File: config.mk
export PLATFORM = sky130hd
export DESIGN_NAME = accelerator_bus_snoop_speed_control
export DESIGN_NICKNAME = d
export VERILOG_FILES = /design/src/hw/rtl/absc_pkg.sv /design/src/hw/rtl/absc_cfg_regs.sv /design/src/hw/rtl/absc_speed_core.sv /design/src/hw/rtl/accelerator_bus_snoop_speed_control.sv
export SDC_FILE = /design/constraint.sdc
export NUM_CORES = 1
export LEC_CHECK = 0
export ABC_AREA = 1
export BUFFER_PORTS_ARGS = -buffer_cell sky130_fd_sc_hd__buf_4
export CAP_MARGIN = 20
export CORE_MARGIN = 2
export CORE_UTILIZATION = 58
export CTS_CLUSTER_DIAMETER = 60
export CTS_CLUSTER_SIZE = 10
export DETAILED_ROUTE_END_ITERATION = 10
export GPL_TIMING_DRIVEN = 0
export PLACE_DENSITY = 0.84
export SKIP_CTS_REPAIR_TIMING = 1
export SYNTH_ARGS = -nofsm -noshare
export SYNTH_HDL_FRONTEND = slang
export SYNTH_SLANG_ARGS = --single-unit
export TNS_END_PERCENT = 30
File: constraint.sdc
create_clock -name clk -period 4.25 [get_ports clk]
set_input_delay 1.275 -clock clk [delete_from_list [all_inputs] [get_ports clk]]
set_output_delay 1.275 -clock clk [all_outputs]
set_load 0.01 [all_outputs]
File: src/hw/rtl/absc_pkg.sv
// ---------------------------------------------------------------------------
// absc_pkg: shared types and constants of the bus snoop speed control
// Holds the address map, opcodes, speed codes, register indexes and the
// request, configuration and result structures.
// ---------------------------------------------------------------------------
package absc_pkg;

    localparam int COUNT_W    = 20;
    localparam int CFG_ADDR_W = 3;
    localparam int CFG_DATA_W = 20;
    localparam int S_TDATA_W  = 40;
    localparam int S_TUSER_W  = 2;
    localparam int M_TDATA_W  = 8;

    // Host bus address map.
    localparam logic [15:0] ADDR_PADDLE  = 16'hC070;
    localparam logic [15:0] ADDR_ROM_REL = 16'hC072;
    localparam logic [15:0] ADDR_MODE    = 16'hC074;
    localparam logic [7:0]  SLOT_IO_PAGE = 8'hC0;
    localparam logic [3:0]  SLOT_IO_LO   = 4'h9;
    localparam logic [4:0]  SLOT_ROM_TOP = 5'b11000;

    // Mode register data values.
    localparam logic [7:0] MODE_FAST    = 8'h00;
    localparam logic [7:0] MODE_ONE_MHZ = 8'h01;
    localparam logic [7:0] MODE_HALT    = 8'h03;

    typedef enum logic [1:0] {
        OP_ACCESS = 2'd0,
        OP_TICK   = 2'd1,
        OP_RESET  = 2'd2
    } opcode_t;

    typedef enum logic [1:0] {
        SPEED_STOCK = 2'd0,
        SPEED_HALF  = 2'd1,
        SPEED_FULL  = 2'd2
    } speed_code_t;

    localparam logic [CFG_ADDR_W-1:0] REG_FULL_SPEED  = 3'd0;
    localparam logic [CFG_ADDR_W-1:0] REG_ACCEL_EN    = 3'd1;
    localparam logic [CFG_ADDR_W-1:0] REG_SLOT_MASK   = 3'd2;
    localparam logic [CFG_ADDR_W-1:0] REG_SLOT_WINDOW = 3'd3;
    localparam logic [CFG_ADDR_W-1:0] REG_JOY_WINDOW  = 3'd4;

    localparam logic        RST_FULL_SPEED  = 1'b1;
    localparam logic        RST_ACCEL_EN    = 1'b1;
    localparam logic [6:0]  RST_SLOT_MASK   = 7'd0;
    localparam logic [15:0] RST_SLOT_WINDOW = 16'd32;
    localparam logic [19:0] RST_JOY_WINDOW  = 20'd2816;

    typedef struct packed {
        logic [1:0]  opcode;
        logic [15:0] bus_addr;
        logic        is_write;
        logic [7:0]  write_data;
        logic [7:0]  tick_cycles;
    } in_item_t;

    typedef struct packed {
        logic        full_speed_select;
        logic        accel_enable;
        logic [6:0]  slot_accel_mask;
        logic [15:0] slot_window_cycles;
        logic [19:0] joy_window_cycles;
    } cfg_t;

    typedef struct packed {
        logic        swallowed;
        speed_code_t speed_code;
        logic        slow_active;
        logic        rom_passthrough;
        logic        card_halted;
    } result_t;

endpackage

File: src/hw/rtl/absc_cfg_regs.sv
// ---------------------------------------------------------------------------
// absc_cfg_regs: configuration register file
// Takes register writes from the configuration channel and presents the
// current settings as one structure.
// ---------------------------------------------------------------------------
module absc_cfg_regs (
    input  logic                             clk,
    input  logic                             rst_n,
    input  logic                             cfg_valid,
    output logic                             cfg_ready,
    input  logic [absc_pkg::CFG_ADDR_W-1:0]  cfg_addr,
    input  logic [absc_pkg::CFG_DATA_W-1:0]  cfg_data,
    output absc_pkg::cfg_t                   cfg
);

    absc_pkg::cfg_t cfg_reg;
    absc_pkg::cfg_t cfg_next;

    assign cfg_ready = 1'b1;
    assign cfg       = cfg_reg;

    always_comb
    begin
        cfg_next = cfg_reg;
        if (cfg_valid)
        begin
            case (cfg_addr)
                absc_pkg::REG_FULL_SPEED:  cfg_next.full_speed_select  = cfg_data[0];
                absc_pkg::REG_ACCEL_EN:    cfg_next.accel_enable       = cfg_data[0];
                absc_pkg::REG_SLOT_MASK:   cfg_next.slot_accel_mask    = cfg_data[6:0];
                absc_pkg::REG_SLOT_WINDOW: cfg_next.slot_window_cycles = cfg_data[15:0];
                absc_pkg::REG_JOY_WINDOW:  cfg_next.joy_window_cycles  = cfg_data[19:0];
                default:                   cfg_next = cfg_reg;
            endcase
        end
    end

    always_ff @(posedge clk or negedge rst_n)
    begin
        if (!rst_n)
        begin
            cfg_reg.full_speed_select  <= absc_pkg::RST_FULL_SPEED;
            cfg_reg.accel_enable       <= absc_pkg::RST_ACCEL_EN;
            cfg_reg.slot_accel_mask    <= absc_pkg::RST_SLOT_MASK;
            cfg_reg.slot_window_cycles <= absc_pkg::RST_SLOT_WINDOW;
            cfg_reg.joy_window_cycles  <= absc_pkg::RST_JOY_WINDOW;
        end
        else
        begin
            cfg_reg <= cfg_next;
        end
    end

endmodule

File: src/hw/rtl/absc_speed_core.sv
// ---------------------------------------------------------------------------
// absc_speed_core: mode state and slowdown countdown
// Decodes one registered request, updates the card state and forms the
// speed result that follows from the updated state.
// ---------------------------------------------------------------------------
module absc_speed_core (
    input  logic                 clk,
    input  logic                 rst_n,
    input  logic                 fire,
    input  absc_pkg::in_item_t   item,
    input  absc_pkg::cfg_t       cfg,
    output absc_pkg::result_t    res
);

    logic                          one_mhz_reg;
    logic                          one_mhz_next;
    logic                          halted_reg;
    logic                          halted_next;
    logic                          pass_reg;
    logic                          pass_next;
    logic [absc_pkg::COUNT_W-1:0]  count_reg;
    logic [absc_pkg::COUNT_W-1:0]  count_next;

    logic [absc_pkg::COUNT_W-1:0]  tick_ext;
    logic                          slot_io_hit;
    logic                          slot_rom_hit;
    logic [2:0]                    slot_num;
    logic [2:0]                    slot_bit;
    logic                          slot_slows;
    logic                          swallow;

    assign tick_ext     = {{(absc_pkg::COUNT_W-8){1'b0}}, item.tick_cycles};
    // Slot I/O pages 9..F map to slots 1..7 through the low three nibble bits.
    assign slot_io_hit  = (item.bus_addr[15:8] == absc_pkg::SLOT_IO_PAGE) &&
                          (item.bus_addr[7:4] >= absc_pkg::SLOT_IO_LO);
    assign slot_rom_hit = (item.bus_addr[15:11] == absc_pkg::SLOT_ROM_TOP) &&
                          (item.bus_addr[10:8] != 3'd0);
    assign slot_num     = slot_io_hit ? item.bus_addr[6:4] : item.bus_addr[10:8];
    assign slot_bit     = slot_num - 3'd1;
    assign slot_slows   = (slot_io_hit || slot_rom_hit) && cfg.accel_enable &&
                          !cfg.slot_accel_mask[slot_bit];

    always_comb
    begin
        one_mhz_next = one_mhz_reg;
        halted_next  = halted_reg;
        pass_next    = pass_reg;
        count_next   = count_reg;
        swallow      = 1'b0;
        case (item.opcode)
            absc_pkg::OP_ACCESS:
            begin
                if (!halted_reg)
                begin
                    if (item.bus_addr == absc_pkg::ADDR_PADDLE)
                    begin
                        if (cfg.accel_enable)
                        begin
                            count_next = cfg.joy_window_cycles;
                        end
                    end
                    else if (item.is_write && item.bus_addr == absc_pkg::ADDR_ROM_REL)
                    begin
                        pass_next = 1'b1;
                    end
                    else if (item.is_write && item.bus_addr == absc_pkg::ADDR_MODE)
                    begin
                        swallow = 1'b1;
                        if (item.write_data == absc_pkg::MODE_FAST)
                        begin
                            one_mhz_next = 1'b0;
                        end
                        else if (item.write_data == absc_pkg::MODE_ONE_MHZ)
                        begin
                            one_mhz_next = 1'b1;
                        end
                        else if (item.write_data == absc_pkg::MODE_HALT)
                        begin
                            halted_next = 1'b1;
                        end
                    end
                    else if (slot_slows)
                    begin
                        count_next = {{(absc_pkg::COUNT_W-16){1'b0}},
                                      cfg.slot_window_cycles};
                    end
                end
            end
            absc_pkg::OP_TICK:
            begin
                count_next = (count_reg > tick_ext) ? (count_reg - tick_ext) :
                             {absc_pkg::COUNT_W{1'b0}};
            end
            absc_pkg::OP_RESET:
            begin
                one_mhz_next = 1'b0;
                halted_next  = 1'b0;
                pass_next    = 1'b0;
                count_next   = {absc_pkg::COUNT_W{1'b0}};
            end
            default:
            begin
                count_next = count_reg;
            end
        endcase
    end

    always_comb
    begin
        res.swallowed       = swallow;
        res.slow_active     = (count_next != {absc_pkg::COUNT_W{1'b0}});
        res.rom_passthrough = pass_next;
        res.card_halted     = halted_next;
        if (halted_next || !cfg.accel_enable || one_mhz_next || res.slow_active)
        begin
            res.speed_code = absc_pkg::SPEED_STOCK;
        end
        else if (cfg.full_speed_select)
        begin
            res.speed_code = absc_pkg::SPEED_FULL;
        end
        else
        begin
            res.speed_code = absc_pkg::SPEED_HALF;
        end
    end

    always_ff @(posedge clk or negedge rst_n)
    begin
        if (!rst_n)
        begin
            one_mhz_reg <= 1'b0;
            halted_reg  <= 1'b0;
            pass_reg    <= 1'b0;
            count_reg   <= {absc_pkg::COUNT_W{1'b0}};
        end
        else if (fire)
        begin
            one_mhz_reg <= one_mhz_next;
            halted_reg  <= halted_next;
            pass_reg    <= pass_next;
            count_reg   <= count_next;
        end
    end

`ifndef SYNTHESIS
    a_reset_clears: assert property (@(posedge clk) disable iff (!rst_n)
        fire && item.opcode == absc_pkg::OP_RESET |=>
        !one_mhz_reg && !halted_reg && !pass_reg && count_reg == '0)
        else $error("reset request left card state set");

    a_halted_no_swallow: assert property (@(posedge clk) disable iff (!rst_n)
        fire && halted_reg |-> !res.swallowed)
        else $error("request swallowed while halted");

    a_state_holds: assert property (@(posedge clk) disable iff (!rst_n)
        !fire |=> $stable(count_reg) && $stable(halted_reg) && $stable(one_mhz_reg))
        else $error("card state changed without a request");

    a_fast_means_clear: assert property (@(posedge clk) disable iff (!rst_n)
        fire && res.speed_code != absc_pkg::SPEED_STOCK |=>
        count_reg == '0 && !halted_reg && !one_mhz_reg)
        else $error("accelerated speed reported with slowdown pending");
`endif

endmodule

File: src/hw/rtl/accelerator_bus_snoop_speed_control.sv
// ---------------------------------------------------------------------------
// accelerator_bus_snoop_speed_control: speed control of an accelerator card
// Snoops host bus requests, tracks mode and slowdown windows and reports
// the CPU speed after every request.
// ---------------------------------------------------------------------------
// Pipeline: a request goes into the input register when it is accepted and its
// result goes into the result register when it advances, which waits while m_tready is low.
// Throughput: one request per cycle while m_tready does not hold the output; the core's
// decode and countdown update sit in a single stage between the two registers.
// Reset: rst_n clears the mode flags, the countdown and the valid flags of both pipeline
// stages, and returns the configuration registers to their default values.
module accelerator_bus_snoop_speed_control (
    input  logic                             clk,
    input  logic                             rst_n,
    // s_tdata: bus_addr[15:0], is_write[16], write_data[24:17],
    // tick_cycles[32:25], zero[39:33]
    input  logic [absc_pkg::S_TDATA_W-1:0]   s_tdata,
    // s_tuser: opcode[1:0]
    input  logic [absc_pkg::S_TUSER_W-1:0]   s_tuser,
    input  logic                             s_tvalid,
    output logic                             s_tready,
    // m_tdata: swallowed[0], speed_code[2:1], slow_active[3],
    // rom_passthrough[4], card_halted[5], zero[7:6]
    output logic [absc_pkg::M_TDATA_W-1:0]   m_tdata,
    output logic                             m_tvalid,
    input  logic                             m_tready,
    input  logic                             cfg_valid,
    output logic                             cfg_ready,
    input  logic [absc_pkg::CFG_ADDR_W-1:0]  cfg_addr,
    input  logic [absc_pkg::CFG_DATA_W-1:0]  cfg_data
);

    logic                             in_valid_reg;
    logic                             in_valid_next;
    absc_pkg::in_item_t               in_item_reg;
    logic                             out_valid_reg;
    logic                             out_valid_next;
    logic [absc_pkg::M_TDATA_W-1:0]   out_data_reg;
    logic                             advance;
    logic                             s_fire;
    absc_pkg::cfg_t                   cfg;
    absc_pkg::result_t                res;

    assign advance  = in_valid_reg && (!out_valid_reg || m_tready);
    assign s_tready = !in_valid_reg || advance;
    assign s_fire   = s_tvalid && s_tready;
    assign m_tvalid = out_valid_reg;
    assign m_tdata  = out_data_reg;

    assign in_valid_next  = s_fire ? 1'b1 : (advance ? 1'b0 : in_valid_reg);
    assign out_valid_next = advance ? 1'b1 : (m_tready ? 1'b0 : out_valid_reg);

    absc_cfg_regs u_cfg (
        .clk       (clk),
        .rst_n     (rst_n),
        .cfg_valid (cfg_valid),
        .cfg_ready (cfg_ready),
        .cfg_addr  (cfg_addr),
        .cfg_data  (cfg_data),
        .cfg       (cfg)
    );

    absc_speed_core u_core (
        .clk   (clk),
        .rst_n (rst_n),
        .fire  (advance),
        .item  (in_item_reg),
        .cfg   (cfg),
        .res   (res)
    );

    always_ff @(posedge clk or negedge rst_n)
    begin
        if (!rst_n)
        begin
            in_valid_reg  <= 1'b0;
            out_valid_reg <= 1'b0;
        end
        else
        begin
            in_valid_reg  <= in_valid_next;
            out_valid_reg <= out_valid_next;
        end
    end

    always_ff @(posedge clk)
    begin
        if (s_fire)
        begin
            in_item_reg.opcode      <= s_tuser[1:0];
            in_item_reg.bus_addr    <= s_tdata[15:0];
            in_item_reg.is_write    <= s_tdata[16];
            in_item_reg.write_data  <= s_tdata[24:17];
            in_item_reg.tick_cycles <= s_tdata[32:25];
        end
        if (advance)
        begin
            out_data_reg <= {2'b00, res.card_halted, res.rom_passthrough,
                             res.slow_active, res.speed_code, res.swallowed};
        end
    end

endmodule

==> run metrics <==
Period minus WS final about 3.6 ns; run status complete, no violations; fill count 910; Mapped Cells roughly 850; grt ovf 0; Synth top area share ~25%; HPWL Detailed 12100 um; Die Span X about 110 um; CTS HTree Levels 3; CORE AREA around 11000 um^2; Final setup viols 0; Avg Cell Area, Syn approximately 7.6 um^2; final critical-path share of the clock period 84.4%; register area between 2000 and 3000 um^2; Post-synth ARST share 63.1%; PwrDens ~460 nW/um^2; IO Port Bufs 70; M2 GR Usage between 40% and 50%; Die Y ~110 um; most used flip-flop cell after synthesis dfrtp_1; area of the multi-input gates approximately 2900 um^2; DIE AREA about 12000 um^2; CP max FO 7; top cells by area, synth dfrtp_1, edfxtp_1, nand2_1, inv_1, o21ai_0; Worst EP arrival roughly 3.8 ns; Slew Limit Headroom 41.3%; wirelength, routed 15900 um; DR DRC count 0; final worst slack ~0.66 ns; met1 Use GR between 30% and 40%; CP Launch Type register; RSZ-0062 raised after global routing false; mapped cell area roughly 6500 um^2; achievable frequency 279 MHz; Top Ports just over 80; commonest cells after routing, fill and taps aside nand2_1, inv_1, o21ai_0; Num Clock Sinks 111; class of the worst hold path reg -> reg; commonest non-fill, non-tap cell in the layout nand2_1; wire length per cell 14.7 um; Post-Place Cells between 1000 and 1500; drt first pass iters 8; Clock Skews slightly above 0.01 ns; yosys warns 0; Post-DRT Antenna Nets 0; Worst Max-Slew Pin Slew 0.880 ns; final non-filler cell total about 1100; routed vias 5820; worst IR drop on VDD ~0.38 mV; leak pwr roughly 3.7 nW; vias per inst roughly 5.4; Fin. Hold Viols 0; DRT iter0 DRCs roughly 550; Max Root-Sink Buffers 2; met3 usage 5.63%; Rows 38; Place WS ~0.80 ns; worst skew pair latency around 0.39 ns; Synth-to-Final Area Change 15.1%; critical path class reg -> reg; Synth area leader dfrtp_1; GRT Overall Usage roughly 28%; Final #Nets roughly 1000; initial antenna violation count 0; initial core utilization 59.7%; Most Crowded Layer GR met2; Largest register FFs 45; Post-synth EDFFs 41; post-layout util between 60% and 70%; first-pass GRT wire length ~26000 um; Cell variety after synth 39; Setup crit end kind register; clk slew on worst S/H paths approximately 0.1 ns; via count of the first global-routing pass roughly 5300; CTS Buf Count 9; Diodes inserted 0; Critical Path RT about 4.5 ns; largest net degree at the start of global routing between 70 and 80; CTS Root Buffer Type clkbuf_8; Final Max Slew Viols 0; register area share after synthesis a little under half; CTS tree built; share of layout cells above drive strength 1 a little over an eighth; Placer Congestion about 0.95; setup TNS 0 ns; register bit total from synthesis between 100 and 150; max-capacitance violation count 0
[synth_stat cells (2+ instances only)]
master      n
a31oi_1     3
xor2_1      8
nor2_1     59
o211ai_1    7
nand4_1    22
a21oi_1    42
conb_1      2
inv_1     122
nor2_2      5
nor4_1      3
dfstp_2     6
buf_4       3
nand3_4     2
nand2_2     3
ha_1        9
edfxtp_1   41
nand3_1    65
buf_6       2
nand2_1   221
dfrtp_1    64
nand2_4     3
clkbuf_1   25
o21ai_1     3
buf_2       6
or2_2       2
mux2_2      6
nor3_1     14
o21ai_0    90
nand3b_1    3
[report_power, final]
| group | internal (mW) | leakage [nW] | switching (mW) | total (mW) |
|---|---|---|---|---|
| Clock | 0.388 | 0.127 | 0.364 | 0.751 |
| Sequential | 1.31 | 1.26 | 0.141 | 1.45 |
| Combinational | 0.437 | 2.27 | 0.794 | 1.23 |
[critical path: stages (launching register included)]
cell      delay (ns)
dfrtp_1         0.39
inv_1           0.17
ha_1            0.23
inv_1           0.08
fa_1            0.42
nand3_1         0.11
nand2_1         0.09
nand2_1         0.08
o211ai_1        0.22
o31ai_1         0.15
nand2_1         0.08
nand2_1         0.13
nor2_1          0.16
inv_1           0.17
nor2_1          0.06
inv_1           0.05
nand2_1         0.05
nor2_2          0.09
nand2_1         0.06
nor2_1          0.12
nand2_1         0.08
nor2_2          0.16
nand4_1         0.15
nor2_1          0.13
[through the flow]
| stage | total power, mW | hold WS [ns] | cell area (um^2) |
|---|---|---|---|
| floorplan | 2.32 | 0.447 | 6500 |
| finish | 3.43 | 0.495 | 7470 |
| detailed placement | 2.67 | 0.472 | 7230 |
| CTS | 3.43 | 0.497 | 7470 |
| global placement | 2.63 | 0.462 | 7200 |
| global route | 3.69 | 0.525 | 7470 |
[routing by layer]
metal / vias to the layer above / routed length, um / share of wire [%]
met1: 2652 / 7020 / 44
met2: 214 / 7540 / 47
met5: - / 0 / 0
li1: 2935 / - / -
met4: 0 / 336 / 2.1
met3: 19 / 1020 / 6.4
[final timing paths]
| check | startpoint | slack [ns] | cells after the start | endpoint |
|---|---|---|---|---|
| setup / recovery | u_core.count_reg[0]$_DFFE_PN0P_ | 0.66 | 23 | m_tdata[2]$_SDFFCE_PP0P_ |
| hold / removal | u_cfg.cfg[0]$_DFFE_PN0P_ | 0.50 | 2 | u_cfg.cfg[0]$_DFFE_PN0P_ |
| setup reg to reg | u_core.count_reg[0]$_DFFE_PN0P_ | 0.66 | 23 | m_tdata[2]$_SDFFCE_PP0P_ |
| hold reg to reg | u_cfg.cfg[0]$_DFFE_PN0P_ | 0.50 | 2 | u_cfg.cfg[0]$_DFFE_PN0P_ |
| max in group asynchronous | rst_n | 2.68 | 1 | u_cfg.cfg[5]$_DFFE_PN0P_ |
| min in group asynchronous | rst_n | 0.99 | 1 | u_core.count_reg[18]$_DFFE_PN0P_ |
[cells by family after synthesis]
logic type / count (synthesis) / synth area share [%]
flops: 111 / 46.0
mux: 6 / 1.04
simple gates: 403 / 27.4
buf+inv: 159 / 9.71
xor+xnor: 9 / 1.33
fa+ha+maj: 10 / 2.04
other cells: 2 / 0.116
compound gates: 151 / 12.4
[layout make-up]
type	instances	area share, %
inverter	123	6.18
sequential	111	40.0
timing repair buffer	71	7.40
multi-input combinational	582	38.5
clock inverter	5	1.14
tap	140	2.34
clock buffer	11	2.18
buffer	36	2.26
(Power assumes the default switching activity.)
